`config.mk`:
```
export PLATFORM = sky130hd
export DESIGN_NAME = mlbd_avg
export DESIGN_NICKNAME = d
export VERILOG_FILES = /design/src/design/mlbd_pkg.sv /design/src/design/mlbd_avg.sv
export SDC_FILE = /design/constraint.sdc
export NUM_CORES = 1
export LEC_CHECK = 0
export ABC_AREA = 1
export BUFFER_PORTS_ARGS = -buffer_cell sky130_fd_sc_hd__buf_4
export CAP_MARGIN = 10
export CORE_AREA = 2 2 107 109
export DETAILED_ROUTE_END_ITERATION = 12
export DIE_AREA = 0 0 109 111
export HOLD_SLACK_MARGIN = 0.05
export PLACE_DENSITY = 0.61
export SLEW_MARGIN = 10
export SYNTH_ARGS = -nofsm -noshare
export SYNTH_HDL_FRONTEND = slang
export SYNTH_SLANG_ARGS = --single-unit
```
`constraint.sdc`:
```
create_clock -name clk -period 14.52 [get_ports clk]
set_input_delay 4.356 -clock clk [delete_from_list [all_inputs] [get_ports clk]]
set_output_delay 4.356 -clock clk [all_outputs]
set_load 0.01 [all_outputs]
```
`src/design/mlbd_pkg.sv`:
```
// Shared constants, types and the channel averaging function of the mip box downsampler.
package mlbd_pkg;

  localparam int MAX_WIDTH  = 1024;
  localparam int MAX_HEIGHT = 1024;

  // Configuration port.
  localparam int CFG_IDX_W  = 2;
  localparam int CFG_DATA_W = 11;
  localparam logic [CFG_IDX_W-1:0] REG_SRC_WIDTH  = 2'd0;
  localparam logic [CFG_IDX_W-1:0] REG_SRC_HEIGHT = 2'd1;
  localparam logic [CFG_IDX_W-1:0] REG_ALPHA_MODE = 2'd2;

  // Clamped sizes and position counters.
  localparam int DIMW_W = $clog2(MAX_WIDTH + 1);
  localparam int DIMH_W = $clog2(MAX_HEIGHT + 1);
  localparam int COL_W  = $clog2(MAX_WIDTH);
  localparam int ROW_W  = $clog2(MAX_HEIGHT);

  // The row store is split into an even-column bank and an odd-column bank.
  localparam int BANK_DEPTH = (MAX_WIDTH + 1) / 2;
  localparam int BANK_AW    = (BANK_DEPTH > 1) ? $clog2(BANK_DEPTH) : 1;

  localparam int PIX_W = 16;

  // Pixel formats.
  localparam logic MODE_RGB565   = 1'b0;
  localparam logic MODE_ARGB4444 = 1'b1;

  typedef logic [PIX_W-1:0] pix_t;

  // Item between the position stage and the averaging stage.
  typedef struct packed {
    logic two_d;
    logic last;
    pix_t held;
    pix_t px;
  } mlbd_s1_t;

  function automatic logic [5:0] mean4(logic [5:0] a, logic [5:0] b,
                                       logic [5:0] c, logic [5:0] d);
    logic [7:0] s;
    s = 8'(a) + 8'(b) + 8'(c) + 8'(d);
    return s[7:2];
  endfunction

  // Floor of the per-channel mean of four pixels.
  function automatic pix_t avg4(pix_t a, pix_t b, pix_t c, pix_t d, logic mode);
    logic [5:0] t0;
    logic [5:0] t1;
    logic [5:0] t2;
    logic [5:0] t3;
    pix_t       r;
    if (mode == MODE_ARGB4444) begin
      t0 = mean4({2'b0, a[15:12]}, {2'b0, b[15:12]}, {2'b0, c[15:12]}, {2'b0, d[15:12]});
      t1 = mean4({2'b0, a[11:8]}, {2'b0, b[11:8]}, {2'b0, c[11:8]}, {2'b0, d[11:8]});
      t2 = mean4({2'b0, a[7:4]}, {2'b0, b[7:4]}, {2'b0, c[7:4]}, {2'b0, d[7:4]});
      t3 = mean4({2'b0, a[3:0]}, {2'b0, b[3:0]}, {2'b0, c[3:0]}, {2'b0, d[3:0]});
      r  = {t0[3:0], t1[3:0], t2[3:0], t3[3:0]};
    end else begin
      t0 = mean4({1'b0, a[15:11]}, {1'b0, b[15:11]}, {1'b0, c[15:11]}, {1'b0, d[15:11]});
      t1 = mean4(a[10:5], b[10:5], c[10:5], d[10:5]);
      t2 = mean4({1'b0, a[4:0]}, {1'b0, b[4:0]}, {1'b0, c[4:0]}, {1'b0, d[4:0]});
      t3 = 6'd0;
      r  = {t0[4:0], t1[5:0], t2[4:0] | t3[4:0]};
    end
    return r;
  endfunction

endpackage

```
`src/design/mlbd_avg.sv`:
```
// Averaging stage and output register of the mip box downsampler.
module mlbd_avg import mlbd_pkg::*; (
  input  logic     clk,
  input  logic     rst_n,
  input  logic     s1_valid,
  input  mlbd_s1_t s1,
  input  pix_t     even_data,
  input  pix_t     odd_data,
  input  logic     alpha_mode,
  output logic     s1_take,
  input  logic     out_stall,
  output logic     out_valid,
  output pix_t     out_pixel_out,
  output logic     out_level_last
);

  logic out_valid_r;
  pix_t pixel_r;
  logic last_r;
  logic out_adv;
  pix_t a_px;
  pix_t b_px;
  pix_t result;

  assign out_adv = !out_valid_r || !out_stall;
  assign s1_take = s1_valid && out_adv;

  // Two-dimensional blocks use the stored row pair; the line cases weight
  // the held pixel and the current pixel twice each.
  always_comb begin
    if (s1.two_d) begin
      a_px = even_data;
      b_px = odd_data;
    end else begin
      a_px = s1.held;
      b_px = s1.held;
    end
    result = avg4(a_px, b_px, s1.held, s1.px, alpha_mode);
    if (!s1.two_d) begin
      result = avg4(a_px, b_px, s1.px, s1.px, alpha_mode);
    end
  end

  always_ff @(posedge clk) begin
    if (!rst_n) begin
      out_valid_r <= 1'b0;
    end else if (out_adv) begin
      out_valid_r <= s1_valid;
    end
  end

  always_ff @(posedge clk) begin
    if (s1_take) begin
      pixel_r <= result;
      last_r  <= s1.last;
    end
  end

  assign out_valid      = out_valid_r;
  assign out_pixel_out  = pixel_r;
  assign out_level_last = last_r;

endmodule

```
==> key figures <==
Layout
  – # fillers: 1134
  – Post-route insts no fill: 939
  – Multi-input logic area: 3637 µm²
  – Share of layout cells above drive strength 1: 13.07%
  – Fin nets: 976
  – Design Area, Final: 5634 µm²
  – FF+latch area: 530.5 µm²
  – Diodes inserted: 0
  – Final Util: 50.86%
  – Synth-to-layout area growth: 17.69%

Placed design
  – Gpl congestion: 0.8361
  – DP Cell Count: 935
  – DP Area: 5555 µm²
  – Dpl hpwl: 9492 µm
  – IO Port Bufs: 89

Worst setup path
  – CP bufs+invs: 2
  – Cell mode on critical path: buf_4
  – CP arrival: 5.45 ns
  – CP Max Fanout: 18
  – Setup crit start kind: primary input
  – Delay of the slowest cell on the worst path: 0.73 ns
  – CP Capture Type: output pin
  – WS Path Type: in -> out
  – Crit-path cells: buf_4 -> a21oi_2 -> buf_4
  – CP delay by family, top: compound AO/OA/AOI/OAI gates
  – Slowest-stage cell, CP: a21oi_2
  – WP data required: 10.16 ns

Clock network
  – CTS-repair resized insts: 0
  – Clk sink count: 18
  – CTS tree: yes
  – Clock Latency Late Sink: 0.25 ns
  – CTS buffer count: 3
  – Setup repair bufs after CTS: 0
  – Clock Pin Slew Worst Setup and Hold Paths: 0.05 ns
  – Max H-tree Level: 1
  – CTS Buffer Depth: 2
  – Hold_buf cts: 0
  – Root Buffer: clkbuf_16

Global routing
  – Global route overflow: 0
  – Initial antenna violation count: 0
  – Global-route usage over all layers: 19.53%
  – Largest net degree at the start of global routing: 54
  – Vias in the first global route: 4380
  – First-pass GRT wire length: 19560 µm

Floorplan
  – Cell Rows: 39
  – Die Y: 111 µm
  – Initial core utilization: 43.22%
  – I/O pin cnt: 90
  – Die width: 109 µm
  – Overall die area: 12100 µm²
  – Core area: 11080 µm²

Yosys
  – Mapped Avg Cell Area: 6.658 µm²
  – Yosys top cell by area: ha_1
  – Distinct cells, synth: 34
  – Share of the synthesized area in the top cell type: 17.77%
  – Most frequent cells after synthesis: 223 x nand2_1, 139 x inv_1, 68 x ha_1
  – Post-synthesis cell count: 719
  – Post-synthesis adder-cell area fraction: 34.50%
  – Post-synthesis async set-or-reset flop share: 0%
  – Largest family of logic cells by synthesized area: adder cells
  – Post-synth top flop: edfxtp_1
  – Syn nets: 898
  – Mux cell area share after synthesis: 0%
  – Synth warnings: 0
  – Cell Area, Synth: 4787 µm²
  – EDFF count, synth: 17
  – Seq/Total Area, Yosys: 11.08%
  – Seq cells post-synth: 18
  – Post-Synth Simple-Gate Area: 28.07%
  – Synth Area in Compound Gates: 9.906%
  – Ranking of synthesized cells by area: ha_1 18%, nand2_1 17%, fa_1 17%
  – Post-Synth XOR/XNOR Area: 3.424%
  – Most frequent cell after synthesis: nand2_1

Timing
  – Least-Margin Pin Slew: 0.9722 ns
  – Relative slew margins: 35.19%
  – Final min period: 9.810 ns
  – Fmax: 0.1019 GHz
  – Final setup fails: 0
  – Slew Viols, Final: 0
  – Final Skew: 0.003404 ns
  – Setup TNS Final: 0 ns
  – Final Hold Viols: 0
  – Fin crit share: 67.56%
  – Unrepaired setup endpoints after global routing: false

Power and ir drop
  – P_leak: 3.308 nW
  – Pwr Density: 101.2 nW/µm²
  – Worst vdd ir: 0.00006095 V
  – Sw Ratio: 48.82%
  – P_sw: 0.2784 mW
  – Flop pwr share: 13.4%
  – Combinational share of power: 76.8%
  – Internal power: 0.2918 mW
  – Clock network fraction of total power: 9.7%

Route
  – Drt initial violations: 155
  – Total Wirelength: 11590 µm
  – DR pass1 iterations: 4
  – Residual DRC count: 0
  – DRT antenna net count: 0
  – Routed vias/inst: 4.972
  – Vias: 4669
  – Avg WL per Cell: 12.34 µm

Run status
  – Status: complete, no violations

Min path
  – HP Class: reg -> reg

Job
  – Max cap viols: 0
flip-flops by register name, indices dropped and copies added (netlist names):
name and cells:
out_pixel_out 16, out_level_last 1, out_valid 1
layout make-up:
type / instances / share of cell area, %
clock buffers: 4 / 1.399
inverters: 144 / 9.594
multi-input cells: 541 / 64.56
flip-flops and latches: 18 / 9.416
well taps: 143 / 3.176
repair buffers: 89 / 11.86
cells by family (layout without fill, tap and decap cells):
logic type               after synthesis  count (layout)
adder cells (fa/ha/maj)              108             108
flip-flops                            18              18
AO/OA/AOI/OAI                         88              88
AND/OR/NAND/NOR                      328             328
XOR/XNOR                              17              17
buffers and inverters                160             237
metal layers:
layer	up-vias	share of wire [%]	GRT usage, %
met1	2144	48	27.12
met5	-	0	0
met2	103	48	33.42
li1	2413	-	-
met4	0	1.1	2.650
met3	9	3.8	1.881
power groups by stage:
stage	clock network [mW]	logic, mW	registers [mW]
after global placement	0	0.425	0.0780
after CTS	0.0563	0.440	0.0770
final	0.0554	0.438	0.0766
after floorplan	0	0.322	0.0811
after global routing	0.0590	0.507	0.0775
after detailed placement	0	0.437	0.0779
worst paths after layout:
kind,start,to,slack (ns),cells after the start
worst min-delay path,out_valid$_SDFFE_PN0N_,out_valid$_SDFFE_PN0N_,0.49,2
worst max register to register,out_valid$_SDFFE_PN0N_,out_pixel_out[2]$_DFFE_PP_,13.05,1
worst max-delay path,out_stall,s1_take,4.71,3
worst min register to register,out_valid$_SDFFE_PN0N_,out_valid$_SDFFE_PN0N_,0.49,2
stage by stage:
stage | hold slack [ns] | setup WS, ns | power (mW)
global route | 0.5232 | 4.584 | 0.6438
floorplan | 0.4971 | 4.767 | 0.4027
global placement | 0.4817 | 4.700 | 0.5028
finish | 0.4929 | 4.710 | 0.5702
CTS | 0.4993 | 4.639 | 0.5730
detailed placement | 0.4921 | 4.643 | 0.5144
tightest hold or removal path, delay by kind of cell, from the launching register on:
family,cells,cell delay (ns)
compound gates,1,0.06
simple gates,1,0.06
flops,1,0.32
placed cells by master (no fill, tap or decap), types with 2 or more instances in the layout:
cell	instances
nand2_1	223
inv_1	139
buf_4	89
ha_1	68
nand3_1	58
a21oi_1	53
fa_1	40
nor2_1	36
edfxtp_1	17
o21ai_0	15
xor2_1	11
o21ai_1	8
nand3b_1	7
inv_2	5
xnor2_1	4
clkbuf_16	3
nand4_1	2
o211ai_1	2
Power figures use the tool's default switching activity.
