**config.mk**
```make
export PLATFORM = sky130hd
export DESIGN_NAME = mlbd_ctrl
export DESIGN_NICKNAME = d
export VERILOG_FILES = /design/src/design/mlbd_pkg.sv /design/src/design/mlbd_ctrl.sv
export SDC_FILE = /design/constraint.sdc
export NUM_CORES = 1
export LEC_CHECK = 0
export BUFFER_PORTS_ARGS = -buffer_cell sky130_fd_sc_hd__buf_4
export CORE_ASPECT_RATIO = 1.25
export CORE_MARGIN = 2
export CORE_UTILIZATION = 45
export DETAILED_ROUTE_END_ITERATION = 10
export PLACE_DENSITY = 0.66
export SYNTH_ARGS = -nofsm -noshare
export SYNTH_HDL_FRONTEND = slang
export SYNTH_SLANG_ARGS = --single-unit
```
**constraint.sdc**
```tcl
create_clock -name clk -period 7.5 [get_ports clk]
set_input_delay 1.5 -clock clk [delete_from_list [all_inputs] [get_ports clk]]
set_output_delay 1.5 -clock clk [all_outputs]
set_load 0.005 [all_outputs]
```
**src/design/mlbd_pkg.sv**
```systemverilog
// Shared constants, types and the channel averaging function of the mip box downsampler.
package mlbd_pkg;

  localparam int MAX_WIDTH  = 1024;
  localparam int MAX_HEIGHT = 1024;

  // Configuration port.
  localparam int CFG_IDX_W  = 2;
  localparam int CFG_DATA_W = 11;
  localparam logic [CFG_IDX_W-1:0] REG_SRC_WIDTH  = 2'd0;
  localparam logic [CFG_IDX_W-1:0] REG_SRC_HEIGHT = 2'd1;
  localparam logic [CFG_IDX_W-1:0] REG_ALPHA_MODE = 2'd2;

  // Clamped sizes and position counters.
  localparam int DIMW_W = $clog2(MAX_WIDTH + 1);
  localparam int DIMH_W = $clog2(MAX_HEIGHT + 1);
  localparam int COL_W  = $clog2(MAX_WIDTH);
  localparam int ROW_W  = $clog2(MAX_HEIGHT);

  // The row store is split into an even-column bank and an odd-column bank.
  localparam int BANK_DEPTH = (MAX_WIDTH + 1) / 2;
  localparam int BANK_AW    = (BANK_DEPTH > 1) ? $clog2(BANK_DEPTH) : 1;

  localparam int PIX_W = 16;

  // Pixel formats.
  localparam logic MODE_RGB565   = 1'b0;
  localparam logic MODE_ARGB4444 = 1'b1;

  typedef logic [PIX_W-1:0] pix_t;

  // Item between the position stage and the averaging stage.
  typedef struct packed {
    logic two_d;
    logic last;
    pix_t held;
    pix_t px;
  } mlbd_s1_t;

  function automatic logic [5:0] mean4(logic [5:0] a, logic [5:0] b,
                                       logic [5:0] c, logic [5:0] d);
    logic [7:0] s;
    s = 8'(a) + 8'(b) + 8'(c) + 8'(d);
    return s[7:2];
  endfunction

  // Floor of the per-channel mean of four pixels.
  function automatic pix_t avg4(pix_t a, pix_t b, pix_t c, pix_t d, logic mode);
    logic [5:0] t0;
    logic [5:0] t1;
    logic [5:0] t2;
    logic [5:0] t3;
    pix_t       r;
    if (mode == MODE_ARGB4444) begin
      t0 = mean4({2'b0, a[15:12]}, {2'b0, b[15:12]}, {2'b0, c[15:12]}, {2'b0, d[15:12]});
      t1 = mean4({2'b0, a[11:8]}, {2'b0, b[11:8]}, {2'b0, c[11:8]}, {2'b0, d[11:8]});
      t2 = mean4({2'b0, a[7:4]}, {2'b0, b[7:4]}, {2'b0, c[7:4]}, {2'b0, d[7:4]});
      t3 = mean4({2'b0, a[3:0]}, {2'b0, b[3:0]}, {2'b0, c[3:0]}, {2'b0, d[3:0]});
      r  = {t0[3:0], t1[3:0], t2[3:0], t3[3:0]};
    end else begin
      t0 = mean4({1'b0, a[15:11]}, {1'b0, b[15:11]}, {1'b0, c[15:11]}, {1'b0, d[15:11]});
      t1 = mean4(a[10:5], b[10:5], c[10:5], d[10:5]);
      t2 = mean4({1'b0, a[4:0]}, {1'b0, b[4:0]}, {1'b0, c[4:0]}, {1'b0, d[4:0]});
      t3 = 6'd0;
      r  = {t0[4:0], t1[5:0], t2[4:0] | t3[4:0]};
    end
    return r;
  endfunction

endpackage

```
**src/design/mlbd_ctrl.sv**
```systemverilog
// Configuration registers, position counters, held pixel and row store control.
module mlbd_ctrl import mlbd_pkg::*; (
  input  logic                  clk,
  input  logic                  rst_n,
  input  logic                  cfg_valid,
  input  logic [CFG_IDX_W-1:0]  cfg_index,
  input  logic [CFG_DATA_W-1:0] cfg_data,
  output logic                  cfg_ready,
  input  logic                  in_xfer,
  input  pix_t                  in_pixel,
  input  logic                  s1_take,
  output logic                  s1_valid,
  output mlbd_s1_t              s1,
  output logic                  alpha_mode,
  output logic                  even_we,
  output logic                  odd_we,
  output logic [BANK_AW-1:0]    bank_addr,
  output logic                  bank_re
);

  logic [DIMW_W-1:0] width_r;
  logic [DIMH_W-1:0] height_r;
  logic              alpha_r;
  logic [COL_W-1:0]  col_r;
  logic [ROW_W-1:0]  row_r;
  pix_t              held_r;
  logic              s1_valid_r;
  logic              s1_valid_nxt;
  mlbd_s1_t          s1_r;

  logic [DIMW_W-1:0] col_ext;
  logic [DIMW_W-1:0] col_p1;
  logic [DIMH_W-1:0] row_ext;
  logic [DIMH_W-1:0] row_p1;
  logic [DIMW_W-1:0] w_even;
  logic [DIMH_W-1:0] h_even;
  logic              row_end;
  logic              lvl_end;
  logic              w_one;
  logic              h_one;
  logic              two_d;
  logic              produce;
  logic              last;
  logic              hold;

  assign cfg_ready = 1'b1;

  // Sizes are clamped when written: zero acts as one, oversize as the maximum.
  always_ff @(posedge clk) begin
    if (!rst_n) begin
      width_r  <= DIMW_W'(MAX_WIDTH);
      height_r <= DIMH_W'(MAX_HEIGHT);
      alpha_r  <= MODE_RGB565;
    end else if (cfg_valid && cfg_ready) begin
      unique case (cfg_index)
        REG_SRC_WIDTH: begin
          if (cfg_data == '0) begin
            width_r <= DIMW_W'(1);
          end else if (int'(cfg_data) > MAX_WIDTH) begin
            width_r <= DIMW_W'(MAX_WIDTH);
          end else begin
            width_r <= DIMW_W'(cfg_data);
          end
        end
        REG_SRC_HEIGHT: begin
          if (cfg_data == '0) begin
            height_r <= DIMH_W'(1);
          end else if (int'(cfg_data) > MAX_HEIGHT) begin
            height_r <= DIMH_W'(MAX_HEIGHT);
          end else begin
            height_r <= DIMH_W'(cfg_data);
          end
        end
        REG_ALPHA_MODE: alpha_r <= cfg_data[0];
        default: ;
      endcase
    end
  end

  always_comb begin
    col_ext = DIMW_W'(col_r);
    row_ext = DIMH_W'(row_r);
    col_p1  = col_ext + DIMW_W'(1);
    row_p1  = row_ext + DIMH_W'(1);
    w_even  = {width_r[DIMW_W-1:1], 1'b0};
    h_even  = {height_r[DIMH_W-1:1], 1'b0};
    row_end = (col_p1 >= width_r);
    lvl_end = row_end && (row_p1 >= height_r);
    w_one   = (width_r == DIMW_W'(1));
    h_one   = (height_r == DIMH_W'(1));
    two_d   = !w_one && !h_one;
    produce = 1'b0;
    last    = 1'b0;
    hold    = 1'b0;
    if (w_one && h_one) begin
      produce = 1'b1;
      last    = 1'b1;
    end else if (w_one) begin
      if (!row_r[0]) begin
        hold = 1'b1;
      end else if (row_ext < h_even) begin
        produce = 1'b1;
        last    = (row_p1 == h_even);
      end
    end else if (h_one) begin
      if (!col_r[0]) begin
        hold = 1'b1;
      end else if (col_ext < w_even) begin
        produce = 1'b1;
        last    = (col_p1 == w_even);
      end
    end else if (row_r[0]) begin
      if (!col_r[0]) begin
        hold = 1'b1;
      end else if (col_ext < w_even && row_ext < h_even) begin
        produce = 1'b1;
        last    = (col_p1 == w_even) && (row_p1 == h_even);
      end
    end
  end

  // Even source rows of a two-dimensional level go to the row store, split by column parity.
  assign even_we   = in_xfer && two_d && !row_r[0] && !col_r[0];
  assign odd_we    = in_xfer && two_d && !row_r[0] && col_r[0];
  assign bank_addr = BANK_AW'(col_r >> 1);
  assign bank_re   = in_xfer;

  always_ff @(posedge clk) begin
    if (!rst_n) begin
      col_r  <= '0;
      row_r  <= '0;
      held_r <= '0;
    end else if (in_xfer) begin
      if (hold) begin
        held_r <= in_pixel;
      end
      if (lvl_end) begin
        col_r <= '0;
        row_r <= '0;
      end else if (row_end) begin
        col_r <= '0;
        row_r <= row_r + ROW_W'(1);
      end else begin
        col_r <= col_r + COL_W'(1);
      end
    end
  end

  always_comb begin
    if (in_xfer) begin
      s1_valid_nxt = produce;
    end else if (s1_take) begin
      s1_valid_nxt = 1'b0;
    end else begin
      s1_valid_nxt = s1_valid_r;
    end
  end

  always_ff @(posedge clk) begin
    if (!rst_n) begin
      s1_valid_r <= 1'b0;
    end else begin
      s1_valid_r <= s1_valid_nxt;
    end
  end

  // A 1x1 level passes its pixel through, so the pixel also stands in for the
  // held one and the mean of four equal pixels is the pixel itself.
  always_ff @(posedge clk) begin
    if (in_xfer) begin
      s1_r.two_d <= two_d;
      s1_r.last  <= last;
      s1_r.held  <= (w_one && h_one) ? in_pixel : held_r;
      s1_r.px    <= in_pixel;
    end
  end

  assign s1_valid   = s1_valid_r;
  assign s1         = s1_r;
  assign alpha_mode = alpha_r;

endmodule

```
==> impl_metrics.csv <==
group,metric,value,unit
routing,drc_errors,0,
clocking,clockBufferDepth,2,
status,status,"completed",
setup_path,cp.required,6000,ps
power,p_switching,0.2565,mW
timing,fin_crit,3940,ps
yosys,ys_types,59,
layout,finalNetCount,667,
clocking,cts.sinks,94,
die,ios,83,
global_routing,grt_pass1_wl,17480,um
layout,final_common_cell,"buf_4",
power,intPower,0.9176,mW
setup_path,reg2reg_depth,11,
die,coreArea,11190,sq um
placed_design,hpwl,7896,um
timing,finalHoldViolations,0,
power,p_seq_share,47.1,%
clocking,numCtsBuffers,9,
die,die_area,12410,sq um
global_routing,grt_pass1_vias,3725,
layout,area_growth,17.93,%
power,cellLeakagePower,2.534,nW
yosys,yosys_warnings,0,
yosys,synth-seq-cells,94,
setup_path,reg2reg_to,"row_r[9]",
routing,wl_per_cell,14.79,um
die,start_util,46.34,%
clocking,ctsResizeCount,0,
global_routing,overflow,0,
yosys,yosys.area.top_type_share,23.16,%
placed_design,dpl.cell_count,716,
placed_design,gp_congestion,0.8388,
min_path,hold_end,"held_r[14]",
power,clkPwrFrac,44.6,%
yosys,synth.avg_cell_area,9.749,sq um
yosys,synthArstFlopShare,0,%
setup_path,crit_top_cell,"buf_4",
layout,fin_cells,732,
run,cap_violations,0,
timing,rsz0062_at_grt,"false",
yosys,seq_area_frac_synth,42.85,%
yosys,netlist_top_cells_area,"dfxtp_1 23%, edfxtp_1 20%, ha_1 9.9%, nand2_1 5.8%, a21boi_0 4.3%",
global_routing,antenna_found_initial,0,
setup_path,crit_start,"in_xfer",
setup_path,path_class,"in -> out",
setup_path,r2r_start,"col_r[0]",
setup_path,cp_max_fo,64,
yosys,synth-edff-count,34,
layout,most-common-layout-cells,"82 x buf_4, 80 x nand2_1, 60 x dfxtp_1",
min_path,min_from,"held_r[14]",
yosys,synthesis.area,5186,sq um
routing,drt_wl_total,10830,um
clocking,root_buffer,"clkbuf_16",
yosys,syn_inst,532,
clocking,clock_latency,350,ps
die,rows,43,
setup_path,slowest_stage,"buf_4",
die,die_w,100.0,um
setup_path,crit_family,"buffers and inverters",
power,p_per_area,192.0,nW/um^2
clocking,post_cts_buffers,0,
global_routing,use_met3,3.311,%
setup_path,arrival,2440,ps
power,combPwrFrac,8.3,%
routing,drt_iter0_drc,188,
setup_path,path_cells,"buf_4 -> and4b_1 -> buf_4",
yosys,ys.flop_type,"dfxtp_1",
routing,dr.pass1.iters,4,
setup_path,path_depth,3,
routing,ant_nets,0,
global_routing,grt_max_degree,78,
global_routing,busiest_layer,"met2",
timing,worst_pin_slew,1052,ps
placed_design,port_buffers,81,
setup_path,endpoint_kind,"primary output",
clocking,hold_buffers,0,
power,p_sw_share,21.85,%
yosys,syn-num-nets,607,
layout,drive_gt1_share,21.11,%
die,die_y,124.0,um
setup_path,critPathMaxStageDelay,530,ps
min_path,min_path_cells,2,
setup_path,crit_path_start_kind,"input pin",
routing,via_per_inst,5.432,
global_routing,met1_usage,22.42,%
clocking,clk_pin_slew,60,ps
power,irDropWorstVdd,0.1363,mV
yosys,synth_top_area_cell,"dfxtp_1",
timing,slew_headroom,29.72,%
clocking,cts_tree,"built",
setup_path,path_buf_inv,2,
routing,vias,3976,
min_path,hold_path_class,"reg -> reg",
timing,setup_violations,0,
clocking,htreeDepth,3,
setup_path,reg2reg_slack,3770,ps
timing,tns,0,ps
timing,finClkSkew,10.27,ps
timing,finalMaxSlewViolations,0,
power,total_power,1.174,mW
layout,n_antenna_cell,0,
timing,fmax,253.8,MHz
global_routing,grt_usage,17.68,%
global_routing,gr-usage-met2,29.73,%
timing,finalCritPeriodShare,52.54,%
## sequential cells by signal, summed over array words and instances (netlist names)
name / count
width_r: 11
held_r: 16
alpha_mode: 1
col_r: 10
s1_valid: 1
height_r: 11
row_r: 10
s1: 34
## power by group through the flow
| stage | sequential (mW) | clock (mW) | combinational (mW) |
|---|---|---|---|
| finish | 0.553 | 0.524 | 0.0973 |
| global route | 0.555 | 0.549 | 0.108 |
| CTS | 0.553 | 0.533 | 0.0980 |
| detailed placement | 0.565 | 0 | 0.0977 |
| global placement | 0.564 | 0 | 0.0957 |
| floorplan | 0.564 | 0 | 0.0491 |
## cell usage after synthesis (all sizes together), types with 11 or more instances
| master | count |
|---|---|
| a21oi | 17 |
| a21boi | 31 |
| nor2b | 18 |
| mux2 | 16 |
| nand2 | 80 |
| nor2 | 11 |
| dfxtp | 60 |
| and3 | 11 |
| edfxtp | 34 |
| nand3 | 31 |
| ha | 41 |
| inv | 24 |
| buf | 17 |
| o21ai | 31 |
| clkbuf | 16 |
## worst max-delay path by stage
stage	end	slack [ps]
2_1_floorplan	even_we	3740
3_3_place_gp	odd_we	3570
3_5_place_dp	odd_we	3540
4_1_cts	odd_we	3540
5_1_grt	row_r[6]	3410
6_report	even_we	3560
## through the flow
step	setup slack (ps)	hold WS, ps	area (sq um)	utilization [%]
6_report	3560	447.4	6116	54.65
5_1_grt	3412	465.5	6116	54.65
4_1_cts	3542	450.5	6116	54.65
3_5_place_dp	3542	440.5	5772	51.58
3_3_place_gp	3573	432.9	5772	51.58
2_1_floorplan	3744	425.9	5186	-
## kinds of logic after synthesis
| logic type | share of synthesized area, % |
|---|---|
| mux | 4.584 |
| fa+ha+maj | 9.891 |
| xor+xnor | 2.364 |
| compound gates | 14.84 |
| simple gates | 19.83 |
| flops | 42.85 |
| other cells | 0.07231 |
| buf+inv | 5.573 |
## routing by layer
metal	wire length [um]	vias to the layer above
met3	529	16
met5	0	-
met1	4969	1843
li1	-	2009
met4	201	0
met2	5129	108
## worst min-delay path, delay by kind of cell (launching register included)
kind | cells | cell delay, ps
flip-flops | 1 | 310
AO/OA/AOI/OAI | 1 | 50
AND/OR/NAND/NOR | 1 | 50
## layout make-up
class | count | area, sq um
multi-input combinational | 381 | 2675
timing repair buffer | 82 | 615.6
tap | 135 | 168.9
sequential | 94 | 2222
fill | 1010 | 5075
clock inverter | 7 | 118.9
inverter | 24 | 90.09
clock buffer | 9 | 225.2
Power figures use the tool's default switching activity.
